--- src/hdl/assert_macros.svh ---
// Assertion macros shared by the lexer modules.
`ifndef ASSERT_MACROS_SVH
`define ASSERT_MACROS_SVH

// Check a property on every clock edge outside reset.
`define KLEX_ALWAYS(lbl, prop) \
    lbl: assert property (@(posedge aclk) disable iff (!aresetn) (prop)) \
        else $error("lexer assertion failed");

// Check that a condition in the next cycle follows from a trigger.
`define KLEX_NEXT(lbl, trig, cons) \
    lbl: assert property (@(posedge aclk) disable iff (!aresetn) (trig) |=> (cons)) \
        else $error("lexer assertion failed");

`endif

--- src/hdl/klex_pkg.sv ---
// Types, token codes, character codes and keyword table for the lexer.
package klex_pkg;

    localparam int MAX_NAME_CHARS_DEF = 8;
    localparam int NUMBER_WIDTH_DEF   = 32;
    localparam int TEXT_CHARS         = 8;
    localparam int QUEUE_DEPTH        = 8;
    localparam int KEYWORD_COUNT      = 15;

    typedef enum logic [2:0] {
        MODE_IDLE,
        MODE_NUM,
        MODE_NAME,
        MODE_LT,
        MODE_GT,
        MODE_COLON
    } mode_t;

    localparam logic [4:0] K_INT       = 5'd0;
    localparam logic [4:0] K_NAME      = 5'd1;
    localparam logic [4:0] K_FIRST_KEY = 5'd2;
    localparam logic [4:0] K_ADD       = 5'd17;
    localparam logic [4:0] K_SUB       = 5'd18;
    localparam logic [4:0] K_MUL       = 5'd19;
    localparam logic [4:0] K_DIV       = 5'd20;
    localparam logic [4:0] K_EQ        = 5'd21;
    localparam logic [4:0] K_OPEN      = 5'd22;
    localparam logic [4:0] K_CLOSE     = 5'd23;
    localparam logic [4:0] K_LT        = 5'd24;
    localparam logic [4:0] K_LE        = 5'd25;
    localparam logic [4:0] K_NE        = 5'd26;
    localparam logic [4:0] K_GT        = 5'd27;
    localparam logic [4:0] K_GE        = 5'd28;
    localparam logic [4:0] K_ASS       = 5'd29;
    localparam logic [4:0] K_EOL       = 5'd30;
    localparam logic [4:0] K_ERR       = 5'd31;

    localparam logic [7:0] CH_NUL   = 8'h00;
    localparam logic [7:0] CH_TAB   = 8'h09;
    localparam logic [7:0] CH_NL    = 8'h0A;
    localparam logic [7:0] CH_SPACE = 8'h20;
    localparam logic [7:0] CH_OPEN  = 8'h28;
    localparam logic [7:0] CH_CLOSE = 8'h29;
    localparam logic [7:0] CH_MUL   = 8'h2A;
    localparam logic [7:0] CH_ADD   = 8'h2B;
    localparam logic [7:0] CH_SUB   = 8'h2D;
    localparam logic [7:0] CH_DIV   = 8'h2F;
    localparam logic [7:0] CH_ZERO  = 8'h30;
    localparam logic [7:0] CH_NINE  = 8'h39;
    localparam logic [7:0] CH_COLON = 8'h3A;
    localparam logic [7:0] CH_LT    = 8'h3C;
    localparam logic [7:0] CH_EQ    = 8'h3D;
    localparam logic [7:0] CH_GT    = 8'h3E;
    localparam logic [7:0] CH_UA    = 8'h41;
    localparam logic [7:0] CH_UZ    = 8'h5A;
    localparam logic [7:0] CH_LA    = 8'h61;
    localparam logic [7:0] CH_LZ    = 8'h7A;

    // Keyword spellings, first character in the low byte.
    localparam logic [63:0] KW_TEXT [KEYWORD_COUNT] = '{
        64'h0000_006E_6967_6562,  // begin
        64'h0000_0000_0064_6E65,  // end
        64'h0000_0000_0000_6669,  // if
        64'h0000_0000_6E65_6874,  // then
        64'h0000_0000_6573_6C65,  // else
        64'h0000_0065_6C69_6877,  // while
        64'h0000_0000_0000_6F64,  // do
        64'h0000_0000_0074_6F6E,  // not
        64'h0000_0000_0064_6E61,  // and
        64'h0000_0000_0000_726F,  // or
        64'h0000_0000_6575_7274,  // true
        64'h0000_0065_736C_6166,  // false
        64'h0000_0000_0072_6F66,  // for
        64'h0000_006C_6974_6E75,  // until
        64'h0000_0000_7065_7473   // step
    };
    localparam logic [3:0] KW_LEN [KEYWORD_COUNT] = '{
        4'd5, 4'd3, 4'd2, 4'd4, 4'd4, 4'd5, 4'd2, 4'd3,
        4'd3, 4'd2, 4'd4, 4'd5, 4'd3, 4'd5, 4'd4
    };

    typedef struct packed {
        logic [4:0]  kind;
        logic [63:0] text;
        logic [3:0]  len;
        logic [31:0] num;
        logic [15:0] line;
        logic [7:0]  index;
        logic        trunc;
        logic        last;
    } token_t;

    typedef struct packed {
        logic [1:0] count;
        token_t     slot_a;
        token_t     slot_b;
    } push_t;

    function automatic logic char_is_numeral(input logic [7:0] c);
        return c inside {[CH_ZERO:CH_NINE]};
    endfunction

    function automatic logic char_is_alpha(input logic [7:0] c);
        return c inside {[CH_UA:CH_UZ], [CH_LA:CH_LZ]};
    endfunction

    function automatic logic [4:0] keyword_kind(input logic [63:0] text,
                                                input logic [3:0] len);
        logic [4:0] kind;
        kind = K_NAME;
        for (int i = 0; i < KEYWORD_COUNT; i++) begin
            if (text == KW_TEXT[i] && len == KW_LEN[i]) begin
                kind = K_FIRST_KEY + 5'(i);
            end
        end
        return kind;
    endfunction

    function automatic token_t make_token(input logic [4:0] kind,
                                          input logic [63:0] text,
                                          input logic [3:0] len);
        token_t t;
        t = '0;
        t.kind = kind;
        t.text = text;
        t.len  = len;
        return t;
    endfunction

endpackage

--- src/hdl/klex_scan.sv ---
// Scan state and per-character token decision of the lexer.
`include "assert_macros.svh"

module klex_scan #(
    parameter int MAX_NAME_CHARS = klex_pkg::MAX_NAME_CHARS_DEF,
    parameter int NUMBER_WIDTH   = klex_pkg::NUMBER_WIDTH_DEF
) (
    input  logic             aclk,
    input  logic             aresetn,
    input  logic             in_valid,
    input  logic [7:0]       in_char,
    output klex_pkg::push_t  push
);

    localparam int NW = NUMBER_WIDTH;

    klex_pkg::mode_t  mode_reg, mode_next;
    logic [63:0]      buf_reg, buf_next;
    logic [3:0]       cnt_reg, cnt_next;
    logic [NW-1:0]    acc_reg, acc_next;
    logic             ovf_reg, ovf_next;
    logic [15:0]      line_reg, line_next;
    logic [7:0]       idx_reg, idx_next;

    logic [NW+3:0]    prod;
    logic [NW+31:0]   acc_ext;
    logic             over32;
    logic [63:0]      char_word;
    logic [5:0]       shamt;
    logic             done;
    logic             held_v, new_v, is_eol;
    klex_pkg::token_t held_tok, new_tok, tok_a, tok_b;
    logic [7:0]       idx_plus1, idx_plus2;
    logic             held_num_or_name;
    logic             eol_in_idle;

    always_ff @(posedge aclk) begin
        if (!aresetn) begin
            mode_reg <= klex_pkg::MODE_IDLE;
            buf_reg  <= '0;
            cnt_reg  <= '0;
            acc_reg  <= '0;
            ovf_reg  <= 1'b0;
            line_reg <= '0;
            idx_reg  <= '0;
        end else begin
            mode_reg <= mode_next;
            buf_reg  <= buf_next;
            cnt_reg  <= cnt_next;
            acc_reg  <= acc_next;
            ovf_reg  <= ovf_next;
            line_reg <= line_next;
            idx_reg  <= idx_next;
        end
    end

    assign prod = ({4'b0, acc_reg} << 3) + ({4'b0, acc_reg} << 1)
                + (NW+4)'(in_char - klex_pkg::CH_ZERO);
    assign acc_ext   = {32'b0, acc_reg};
    assign over32    = |acc_ext[NW+31:32];
    assign char_word = {56'b0, in_char};
    assign shamt     = {cnt_reg[2:0], 3'b000};
    assign idx_plus1 = (idx_reg == 8'hFF) ? 8'hFF : idx_reg + 8'd1;
    assign idx_plus2 = (idx_plus1 == 8'hFF) ? 8'hFF : idx_plus1 + 8'd1;

    always_comb begin
        mode_next = mode_reg;
        buf_next  = buf_reg;
        cnt_next  = cnt_reg;
        acc_next  = acc_reg;
        ovf_next  = ovf_reg;
        line_next = line_reg;
        idx_next  = idx_reg;
        done      = 1'b0;
        held_v    = 1'b0;
        new_v     = 1'b0;
        is_eol    = 1'b0;
        held_tok  = '0;
        new_tok   = '0;

        if (in_valid) begin
            case (mode_reg)
                klex_pkg::MODE_NUM: begin
                    if (klex_pkg::char_is_numeral(in_char)) begin
                        done = 1'b1;
                        if (|prod[NW+3:NW]) begin
                            acc_next = '1;
                            ovf_next = 1'b1;
                        end else begin
                            acc_next = prod[NW-1:0];
                        end
                        if (cnt_reg < 4'(klex_pkg::TEXT_CHARS)) begin
                            buf_next = buf_reg | (char_word << shamt);
                            cnt_next = cnt_reg + 4'd1;
                        end
                    end
                end
                klex_pkg::MODE_NAME: begin
                    if (klex_pkg::char_is_alpha(in_char)
                            || klex_pkg::char_is_numeral(in_char)) begin
                        done = 1'b1;
                        if (cnt_reg < 4'(MAX_NAME_CHARS)) begin
                            buf_next = buf_reg | (char_word << shamt);
                            cnt_next = cnt_reg + 4'd1;
                        end else begin
                            ovf_next = 1'b1;
                        end
                    end
                end
                klex_pkg::MODE_LT: begin
                    if (in_char == klex_pkg::CH_EQ || in_char == klex_pkg::CH_GT) begin
                        done    = 1'b1;
                        new_v   = 1'b1;
                        new_tok = klex_pkg::make_token(
                            (in_char == klex_pkg::CH_EQ) ? klex_pkg::K_LE : klex_pkg::K_NE,
                            {48'b0, in_char, klex_pkg::CH_LT}, 4'd2);
                    end
                end
                klex_pkg::MODE_GT: begin
                    if (in_char == klex_pkg::CH_EQ) begin
                        done    = 1'b1;
                        new_v   = 1'b1;
                        new_tok = klex_pkg::make_token(klex_pkg::K_GE,
                            {48'b0, klex_pkg::CH_EQ, klex_pkg::CH_GT}, 4'd2);
                    end
                end
                klex_pkg::MODE_COLON: begin
                    if (in_char == klex_pkg::CH_EQ) begin
                        done    = 1'b1;
                        new_v   = 1'b1;
                        new_tok = klex_pkg::make_token(klex_pkg::K_ASS,
                            {48'b0, klex_pkg::CH_EQ, klex_pkg::CH_COLON}, 4'd2);
                    end
                end
                default: ;
            endcase

            if (done) begin
                if (new_v) begin
                    mode_next = klex_pkg::MODE_IDLE;
                end
            end else begin
                // Flush the held token.
                case (mode_reg)
                    klex_pkg::MODE_NUM: begin
                        held_v   = 1'b1;
                        held_tok = klex_pkg::make_token(klex_pkg::K_INT, buf_reg, cnt_reg);
                        held_tok.num   = over32 ? 32'hFFFF_FFFF : acc_ext[31:0];
                        held_tok.trunc = ovf_reg | over32;
                    end
                    klex_pkg::MODE_NAME: begin
                        held_v   = 1'b1;
                        held_tok = klex_pkg::make_token(
                            ovf_reg ? klex_pkg::K_NAME : klex_pkg::keyword_kind(buf_reg, cnt_reg),
                            buf_reg, cnt_reg);
                        held_tok.trunc = ovf_reg;
                    end
                    klex_pkg::MODE_LT: begin
                        held_v   = 1'b1;
                        held_tok = klex_pkg::make_token(klex_pkg::K_LT,
                            {56'b0, klex_pkg::CH_LT}, 4'd1);
                    end
                    klex_pkg::MODE_GT: begin
                        held_v   = 1'b1;
                        held_tok = klex_pkg::make_token(klex_pkg::K_GT,
                            {56'b0, klex_pkg::CH_GT}, 4'd1);
                    end
                    klex_pkg::MODE_COLON: begin
                        held_v   = 1'b1;
                        held_tok = klex_pkg::make_token(klex_pkg::K_ERR,
                            {56'b0, klex_pkg::CH_COLON}, 4'd1);
                    end
                    default: ;
                endcase
                mode_next = klex_pkg::MODE_IDLE;
                buf_next  = '0;
                cnt_next  = '0;
                acc_next  = '0;
                ovf_next  = 1'b0;

                // Scan the character from idle.
                if (in_char inside {klex_pkg::CH_SPACE, klex_pkg::CH_TAB, klex_pkg::CH_NL}) begin
                    mode_next = klex_pkg::MODE_IDLE;
                end else if (klex_pkg::char_is_numeral(in_char)) begin
                    mode_next = klex_pkg::MODE_NUM;
                    acc_next  = NW'(in_char - klex_pkg::CH_ZERO);
                    buf_next  = char_word;
                    cnt_next  = 4'd1;
                end else if (klex_pkg::char_is_alpha(in_char)) begin
                    mode_next = klex_pkg::MODE_NAME;
                    buf_next  = char_word;
                    cnt_next  = 4'd1;
                end else begin
                    case (in_char)
                        klex_pkg::CH_LT:    mode_next = klex_pkg::MODE_LT;
                        klex_pkg::CH_GT:    mode_next = klex_pkg::MODE_GT;
                        klex_pkg::CH_COLON: mode_next = klex_pkg::MODE_COLON;
                        klex_pkg::CH_NUL: begin
                            new_v   = 1'b1;
                            is_eol  = 1'b1;
                            new_tok = klex_pkg::make_token(klex_pkg::K_EOL, '0, 4'd0);
                        end
                        klex_pkg::CH_ADD: begin
                            new_v   = 1'b1;
                            new_tok = klex_pkg::make_token(klex_pkg::K_ADD, char_word, 4'd1);
                        end
                        klex_pkg::CH_SUB: begin
                            new_v   = 1'b1;
                            new_tok = klex_pkg::make_token(klex_pkg::K_SUB, char_word, 4'd1);
                        end
                        klex_pkg::CH_MUL: begin
                            new_v   = 1'b1;
                            new_tok = klex_pkg::make_token(klex_pkg::K_MUL, char_word, 4'd1);
                        end
                        klex_pkg::CH_DIV: begin
                            new_v   = 1'b1;
                            new_tok = klex_pkg::make_token(klex_pkg::K_DIV, char_word, 4'd1);
                        end
                        klex_pkg::CH_EQ: begin
                            new_v   = 1'b1;
                            new_tok = klex_pkg::make_token(klex_pkg::K_EQ, char_word, 4'd1);
                        end
                        klex_pkg::CH_OPEN: begin
                            new_v   = 1'b1;
                            new_tok = klex_pkg::make_token(klex_pkg::K_OPEN, char_word, 4'd1);
                        end
                        klex_pkg::CH_CLOSE: begin
                            new_v   = 1'b1;
                            new_tok = klex_pkg::make_token(klex_pkg::K_CLOSE, char_word, 4'd1);
                        end
                        default: begin
                            new_v   = 1'b1;
                            new_tok = klex_pkg::make_token(klex_pkg::K_ERR, char_word, 4'd1);
                        end
                    endcase
                end
            end

            if (is_eol) begin
                idx_next  = '0;
                line_next = line_reg + 16'd1;
            end else if (held_v && new_v) begin
                idx_next = idx_plus2;
            end else if (held_v || new_v) begin
                idx_next = idx_plus1;
            end
        end
    end

    // Order the beats: a flushed token goes ahead of the character's own.
    always_comb begin
        tok_a = held_v ? held_tok : new_tok;
        tok_b = new_tok;
        tok_a.line  = line_reg;
        tok_b.line  = line_reg;
        tok_a.index = idx_reg;
        tok_b.index = idx_plus1;
        tok_a.last  = !(held_v && new_v);
        tok_b.last  = 1'b1;
        push.count  = {1'b0, held_v} + {1'b0, new_v};
        push.slot_a = tok_a;
        push.slot_b = tok_b;
    end

    assign held_num_or_name = (mode_reg == klex_pkg::MODE_NUM)
                           || (mode_reg == klex_pkg::MODE_NAME);
    assign eol_in_idle      = in_valid && (mode_reg == klex_pkg::MODE_IDLE)
                           && (in_char == klex_pkg::CH_NUL);

    `KLEX_ALWAYS(a_name_not_empty, (mode_reg == klex_pkg::MODE_NAME) |-> (cnt_reg != 4'd0))
    `KLEX_ALWAYS(a_ovf_only_held, ovf_reg |-> held_num_or_name)
    `KLEX_NEXT(a_eol_resets_index, eol_in_idle, idx_reg == 8'd0)

endmodule

--- src/hdl/klex_queue.sv ---
// Result queue: takes up to two token beats a cycle, hands out one.
`include "assert_macros.svh"

module klex_queue (
    input  logic                                         aclk,
    input  logic                                         aresetn,
    input  klex_pkg::push_t                              push,
    input  logic                                         pop,
    output logic                                         out_valid,
    output klex_pkg::token_t                             out_tok,
    output logic [$clog2(klex_pkg::QUEUE_DEPTH+1)-1:0]   count
);

    localparam int DEPTH = klex_pkg::QUEUE_DEPTH;
    localparam int PW    = $clog2(DEPTH);
    localparam int CW    = $clog2(DEPTH+1);

    klex_pkg::token_t mem [DEPTH];
    logic [PW-1:0]    wr_ptr_reg, wr_ptr_next;
    logic [PW-1:0]    rd_ptr_reg, rd_ptr_next;
    logic [CW-1:0]    count_reg, count_next;

    always_comb begin
        wr_ptr_next = wr_ptr_reg + PW'(push.count);
        rd_ptr_next = rd_ptr_reg + PW'(pop);
        count_next  = count_reg + CW'(push.count) - CW'(pop);
    end

    always_ff @(posedge aclk) begin
        if (!aresetn) begin
            wr_ptr_reg <= '0;
            rd_ptr_reg <= '0;
            count_reg  <= '0;
        end else begin
            wr_ptr_reg <= wr_ptr_next;
            rd_ptr_reg <= rd_ptr_next;
            count_reg  <= count_next;
        end
    end

    always_ff @(posedge aclk) begin
        if (push.count != 2'd0) begin
            mem[wr_ptr_reg] <= push.slot_a;
        end
        if (push.count == 2'd2) begin
            mem[wr_ptr_reg + PW'(1)] <= push.slot_b;
        end
    end

    assign out_valid = (count_reg != '0);
    assign out_tok   = mem[rd_ptr_reg];
    assign count     = count_reg;

    `KLEX_ALWAYS(a_count_bound, count_reg <= CW'(DEPTH))
    `KLEX_NEXT(a_push_two, (push.count == 2'd2) && !pop, count_reg == $past(count_reg) + CW'(2))
    `KLEX_ALWAYS(a_ptr_gap, (wr_ptr_reg - rd_ptr_reg) == PW'(count_reg))

endmodule

--- src/hdl/keyword_operator_lexer.sv ---
// Lexer top level: one character per beat in, one token per beat out, up to
// two tokens per character. A character is taken every cycle while the
// eight-beat result queue has room for the two beats it may produce and the
// two still owed by the character in the input register; its tokens are written
// to the queue at the clock edge after the one that takes it. Numbers, names and
// the openers < > : are held until the next character decides them, so that
// character may emit the held token and its own one behind it. While m_tready is
// high, output drains one token per cycle; m_tlast marks a character's last token.
module keyword_operator_lexer #(
    parameter int MAX_NAME_CHARS = klex_pkg::MAX_NAME_CHARS_DEF,
    parameter int NUMBER_WIDTH   = klex_pkg::NUMBER_WIDTH_DEF
) (
    input  logic         aclk,
    input  logic         aresetn,
    input  logic         s_tvalid,
    output logic         s_tready,
    input  logic [7:0]   s_tdata,   // char_code
    output logic         m_tvalid,
    input  logic         m_tready,
    output logic [127:0] m_tdata,   // token_text, text_length, number_value,
                                    // source_line, token_index, truncated, zero pad
    output logic [4:0]   m_tuser,   // token_kind
    output logic         m_tlast
);

    localparam int CW = $clog2(klex_pkg::QUEUE_DEPTH+1);

    logic             in_valid_reg;
    logic [7:0]       in_char_reg;
    klex_pkg::push_t  push;
    klex_pkg::token_t out_tok;
    logic [CW-1:0]    count;
    logic [CW:0]      committed;

    assign committed = {1'b0, count} + (in_valid_reg ? (CW+1)'(2) : (CW+1)'(0));
    assign s_tready  = (committed <= (CW+1)'(klex_pkg::QUEUE_DEPTH - 2));

    always_ff @(posedge aclk) begin
        if (!aresetn) begin
            in_valid_reg <= 1'b0;
        end else begin
            in_valid_reg <= s_tvalid && s_tready;
        end
    end

    always_ff @(posedge aclk) begin
        if (s_tvalid && s_tready) begin
            in_char_reg <= s_tdata;
        end
    end

    klex_scan #(
        .MAX_NAME_CHARS (MAX_NAME_CHARS),
        .NUMBER_WIDTH   (NUMBER_WIDTH)
    ) u_scan (
        .aclk     (aclk),
        .aresetn  (aresetn),
        .in_valid (in_valid_reg),
        .in_char  (in_char_reg),
        .push     (push)
    );

    klex_queue u_queue (
        .aclk      (aclk),
        .aresetn   (aresetn),
        .push      (push),
        .pop       (m_tvalid && m_tready),
        .out_valid (m_tvalid),
        .out_tok   (out_tok),
        .count     (count)
    );

    assign m_tdata = {3'b000, out_tok.trunc, out_tok.index, out_tok.line,
                      out_tok.num, out_tok.len, out_tok.text};
    assign m_tuser = out_tok.kind;
    assign m_tlast = out_tok.last;

endmodule
--- config.mk ---
export PLATFORM = sky130hd
export DESIGN_NAME = keyword_operator_lexer
export DESIGN_NICKNAME = d
export VERILOG_FILES = /design/src/hdl/klex_pkg.sv /design/src/hdl/klex_scan.sv /design/src/hdl/klex_queue.sv /design/src/hdl/keyword_operator_lexer.sv
export VERILOG_INCLUDE_DIRS = /design/src /design/src/hdl
export SDC_FILE = /design/constraint.sdc
export NUM_CORES = 2
export LEC_CHECK = 0
export ABC_AREA = 1
export BUFFER_PORTS_ARGS = -buffer_cell sky130_fd_sc_hd__buf_2
export CORE_MARGIN = 2
export CORE_UTILIZATION = 37
export CTS_CLUSTER_SIZE = 28
export DETAILED_ROUTE_END_ITERATION = 10
export GPL_ROUTABILITY_DRIVEN = 0
export GPL_TIMING_DRIVEN = 1
export PLACE_DENSITY = 0.5
export SETUP_SLACK_MARGIN = 0.4
export SYNTH_ARGS = -nofsm -noshare
export SYNTH_HDL_FRONTEND = slang
export SYNTH_SLANG_ARGS = --single-unit
--- constraint.sdc ---
create_clock -name aclk -period 7.2 [get_ports aclk]
set_clock_uncertainty 0.15 [all_clocks]
set_input_delay 1.44 -clock aclk [delete_from_list [all_inputs] [get_ports aclk]]
set_output_delay 1.44 -clock aclk [all_outputs]
set_load 0.03 [all_outputs]
After elaboration in Yosys (flattened, before gate mapping)
Memory sizes are Yosys's and may differ from the RTL's. A register that Yosys moved wholly into a read port is not among the register bits. Cells that the tools add are included.

Add/subtract/negate cells: 15. Shift-type cells: 1. Muxes and demuxes: 101. Order comparisons: 8. Bitwise operators: 1. Reductions and logical operators: 42. Equality and inequality tests: 48.

Operators by type and width (count): 2-to-1 mux 131 bit (11); case mux 131 bit (9 select lines) (1); case mux 131 bit (5 select lines) (1); case mux 131 bit (3 select lines) (1); 2-to-1 mux 64 bit (6); == test 64 x 23 -> 1 bit, second input constant (4); == test 64 x 31 -> 1 bit, second input constant (4); == test 64 x 39 -> 1 bit, second input constant (4); == test 64 x 15 -> 1 bit, second input constant (3); 2-to-1 mux 32 bit (6); case mux 64 bit (2 select lines) (1); == test 8 x 6 -> 1 bit, second input constant (11); OR 64 bit (1); << shifter 8 x 6 -> 64 bit (1); 2-to-1 mux 4 bit (14); 2-to-1 mux 8 bit (6); adder 35 x 33 -> 36 bit (1); adder 36 bit (1); 2-to-1 mux 1 bit (33); 2-to-1 mux 3 bit (10); logical AND 1 bit (22); subtractor 8 x 6 -> 9 bit, second input constant (2); adder 16 x 1 -> 16 bit, second input constant (1); adder 8 x 1 -> 8 bit, second input constant (2); other kinds (45) (69).

Memories: 1. Bits in registers: 147. Input bits: 12. Output and inout bits: 136. RAM bits: 1048. Logic and storage cells: 229.

Memories: u_queue.mem (words 8, bits a word 131, read ports 1, clocked after Yosys merged registers in 1, write ports 2, RTL line klex_queue.sv:18) `klex_pkg::token_t mem [DEPTH];`.

Longest topological paths before layout
Depth in word-level cells: 22. Gate-level depth with buffers: 28. Mapped depth without buffers: 25.

Modules after synthesis
A second synthesis with hierarchy kept.

Cells, all modules: 10587. Area total of the unflattened synthesis: 76444.6 um^2.

By module, submodules not included: klex_queue (cells an instance 8490, instances 1, area each 63641.0 um^2, sequential area each 31670.4 um^2); klex_scan (cells an instance 2067, instances 1, area each 12418.2 um^2, sequential area each 2562.5 um^2); keyword_operator_lexer (cells an instance 30, instances 1, area each 385.4 um^2, sequential area each 260.2 um^2).

Worst setup path before layout
No wires, ideal clock.

Kind: flip-flop to flip-flop. From: register in_char_reg[4]. To: memory u_queue.mem[5][10] (netlist bit) (enable). Slack: 1782 ps. Path buffers: 4. Arrival: 4838 ps. Setup time: 430 ps. Clock period less this slack: 5418 ps. Stages on the path, launching flop included: 25. Required time: 6620 ps. Cells stage by stage: edfxtp_1 > clkbuf_1 > inv_1 > ha_1 > inv_1 > o21ai_0 > o21ai_1 > nand2_1 > nand2_2 > nand2_4 > nand2_4 > nand2_4 > nor2_4 > nand2_2 > inv_2 > buf_4 > ha_1 > clkbuf_1 > inv_1 > nor2_1 > inv_1 > nor2_1 > nor2_1 > inv_1 > clkbuf_1.

RTL lines: start: declaration (RTL line keyword_operator_lexer.sv:29) `logic [7:0] in_char_reg;`; start signal: assignment (RTL line keyword_operator_lexer.sv:48) `in_char_reg <= s_tdata;`; end: declaration (RTL line klex_queue.sv:18).

==> qor.txt <==
status: finished clean
Levels on crit path: 24
Final nets: 6,939
max reg flops: 1,048
initial core utilization: 37.3%
FFs w/ async S/R, synth: 0%
Core Footprint: 148,000 sq um
unrepaired setup endpoints after global routing: no
via count: 49,000
most frequent cell after synthesis: nand2_1
fmax: 171 MHz
# DRC: 0
post-synthesis cell area: 55,300 sq um
Worst Path Required: 7.73 ns
FF+latch count, synth: 1,195
detailed placement HPWL: 118 mm
Crit. End Element: flop
worst path arrival time: 6.37 ns
Worst Setup SP: in_char_reg[5]
layout cell share with drive strength beyond 1: 8.92%
largest net degree at the start of global routing: 211
crit share post-route: 81.1%
DR vias/cell: 5.53
top cells by area, synth: dfxtp_1, edfxtp_1, nand2_1, o21ai_0, nor2_1
Max VDD drop: 0.259 mV
Hold WC Path Type: flop to flop
Die Wd: 391 microns
tightest hold margin: 0.301 ns
Combinational Power Share: 30.3%
Max Fanout on Critical Path: 58
Synth Flop Type: dfxtp_1
post-cts sizing count: 0
warnings from Yosys: 0
RR Startpoint: in_char_reg[5]
root buffer cell: clkbuf_16
area grow syn2layout: 12.5%
Post-CTS Setup Inserts: 0
clock sinks: 1,195
NetSw: 8.04 mW
area of the die: 153,000 sq um
syn_area_per_cell: 7.98 sq um
grt ovf: 0
most numerous cell on the critical path: inv_1
CP cell instances: ha_1 -> nand2_1 -> nor2_2 -> nand2_4 -> o21ai_2 -> nor2_8 -> inv_2 -> nor2_4 -> nand2_4 -> nor2_4 -> nand2_2 -> inv_2 -> ha_1 -> inv_1 -> nor2_1 -> inv_1 -> nor2_1 -> inv_1 -> buf_4 -> nand2_2 -> inv_4 -> buf_4 -> nand2_1 -> o21ai_0
Critical Path Max Stage Delay: 0.74 ns
Critical Path Source Type: flop
MaxCap Viol Count: 0
Multi-input gate area: 23,400 sq um
CTS tree: done
switch share: 37.1%
cell taking the most area after synthesis: dfxtp_1
chip height: 391 microns
Post-synth EDFFs: 384
# hold bufs at CTS: 0
Final Max Slew Viols: 0
ANT nets after route: 0
Top delay family on crit path: buffers and inverters
Post-synth top cells: nand2_1, dfxtp_1, nor2_1
non-filler instance count after layout: 8,872
synth unique cells: 58
critical path endpoint: u_queue.mem[3][45]
TNS Setup: 0 ns
Total GRT Usage: 25.5%
Clk Latency, worst-skew pair: 0.79 ns
Setup CP Type: flop to flop
PwrDens: 348 nW/um^2
crit path max-delay cell type: inv_4
row count: 141
register area: 27,800 sq um
post-synthesis sequential area ratio: 50.2%
DR WL/cell: 22.4 microns
Flop pwr share: 36.6%
Port Buffers: 144
Buf/Inv on CP: 8
final hold viol count: 0
Layout fillers: 15,100
top cell type's share of synthesized area: 29.3%
design internal power: 13.6 mW
Worst R2R Setup Slack: 1.36 ns
reg2reg end: u_queue.mem[3][45]
CTS Buf Count: 137
Mapped Cells: 6,934
clock share of power: 33.1%
Relative slew margins: 6.46%
Final setup violation count: 0
total power: 21.7 mW
leakage: 24.7 nW
reg2reg path depth: 24
DRT Wirelength: 198 mm
H-tree levels: 4
drt pass-1 iters: 6
initial antenna violation count: 1
DRT iter0 DRCs: 4,131
Boundary Pins: 148
Clk pin slew, worst setup/hold paths: 0.07 ns
first-pass GRT wire length: 300 mm
vias in the first global route: 46,900
post-layout min period: 5.84 ns
Slew @ Worst Pin: 1.39 ns
CTS max path bufs: 3
dpl cells: 8,621
through the flow:
step / utilization (%) / instance area, sq um / worst slack [ns]
floorplan: - / 55300 / 1.78
global placement: 38.9 / 57600 / 1.57
detailed placement: 38.9 / 57600 / 1.50
CTS: 42.0 / 62200 / 1.47
global route: 42.0 / 62200 / 0.998
finish: 42.0 / 62300 / 1.36
worst reg2reg max path, stage by stage, from the launching register on:
cell and delay, ns:
edfxtp_1 0.62, ha_1 0.39, nand2_1 0.12, nor2_2 0.21
nand2_4 0.13, o21ai_2 0.28, nor2_8 0.08, inv_2 0.09
nor2_4 0.05, nand2_4 0.41, nor2_4 0.09, nand2_2 0.26
inv_2 0.07, ha_1 0.40, inv_1 0.23, nor2_1 0.06
inv_1 0.11, nor2_1 0.07, inv_1 0.05, buf_4 0.26
nand2_2 0.12, inv_4 0.74, buf_4 0.57, nand2_1 0.08
o21ai_0 0.08
routing by layer:
metal | part of all wire (%) | vias up | global-route usage, %
met5 | 0 | - | 0
met4 | 3.0 | 0 | 8.33
met3 | 5.5 | 312 | 2.98
met2 | 46 | 1595 | 41.9
met1 | 45 | 23700 | 35.0
li1 | - | 23400 | -
cells in the final DEF, fill, tap and decap left out, types with 144 or more instances in the layout:
cell / Yosys / routed
o21ai_1: 233 / 233
a21oi_1: 511 / 511
nand3_1: 154 / 154
nor2_1: 801 / 787
o22ai_1: 454 / 454
o21ai_0: 763 / 763
edfxtp_1: 384 / 384
buf_2: 17 / 144
nand2_1: 1119 / 1114
inv_1: 606 / 597
dfxtp_1: 811 / 809
worst min-delay path by stage:
stage	end	cells after the start	slack (ns)	startpoint
6_report	u_queue.mem[0][36]	2	0.30	u_queue.mem[0][36]
5_1_grt	u_queue.mem[0][40]	2	0.32	u_queue.mem[0][40]
4_1_cts	u_queue.mem[0][43]	2	0.30	u_queue.mem[0][43]
3_5_place_dp	u_queue.mem[0][43]	2	0.29	u_queue.mem[0][43]
3_3_place_gp	u_queue.mem[0][47]	2	0.28	u_queue.mem[0][47]
2_1_floorplan	u_queue.mem[0][1]	2	0.27	u_queue.mem[0][1]
kinds of logic after synthesis:
| logic type | count (synthesis) | share of synthesized area (%) |
|---|---|---|
| flip-flops | 1195 | 50.2 |
| AO/OA/AOI/OAI | 2189 | 21.6 |
| buffers and inverters | 1123 | 7.78 |
| adder cells (fa/ha/maj) | 97 | 2.64 |
| AND/OR/NAND/NOR | 2297 | 17.3 |
| other | 1 | 0.00678 |
| XOR/XNOR | 32 | 0.506 |
power by group through the flow:
stage	Combinational [mW]	Clock, mW	Sequential (mW)
finish	6.56	7.18	7.94
global route	7.18	7.57	8.00
CTS	6.58	7.31	7.93
detailed placement	6.56	0	8.08
global placement	6.53	0	8.06
floorplan	4.56	0	7.95
area by class of cell:
cell class                      instances  share of cell area, %
Timing Repair Buffer                  233                   2.59
Multi-Input combinational cell       4618                   37.5
Tap cell                             1930                   3.88
Sequential cell                      1195                   44.6
Antenna cell                            3                 0.0121
Inverter                              645                   3.98
Clock buffer                          201                   6.48
Clock inverter                         47                  0.921
No activity file was read; power rests on OpenSTA's default activity.
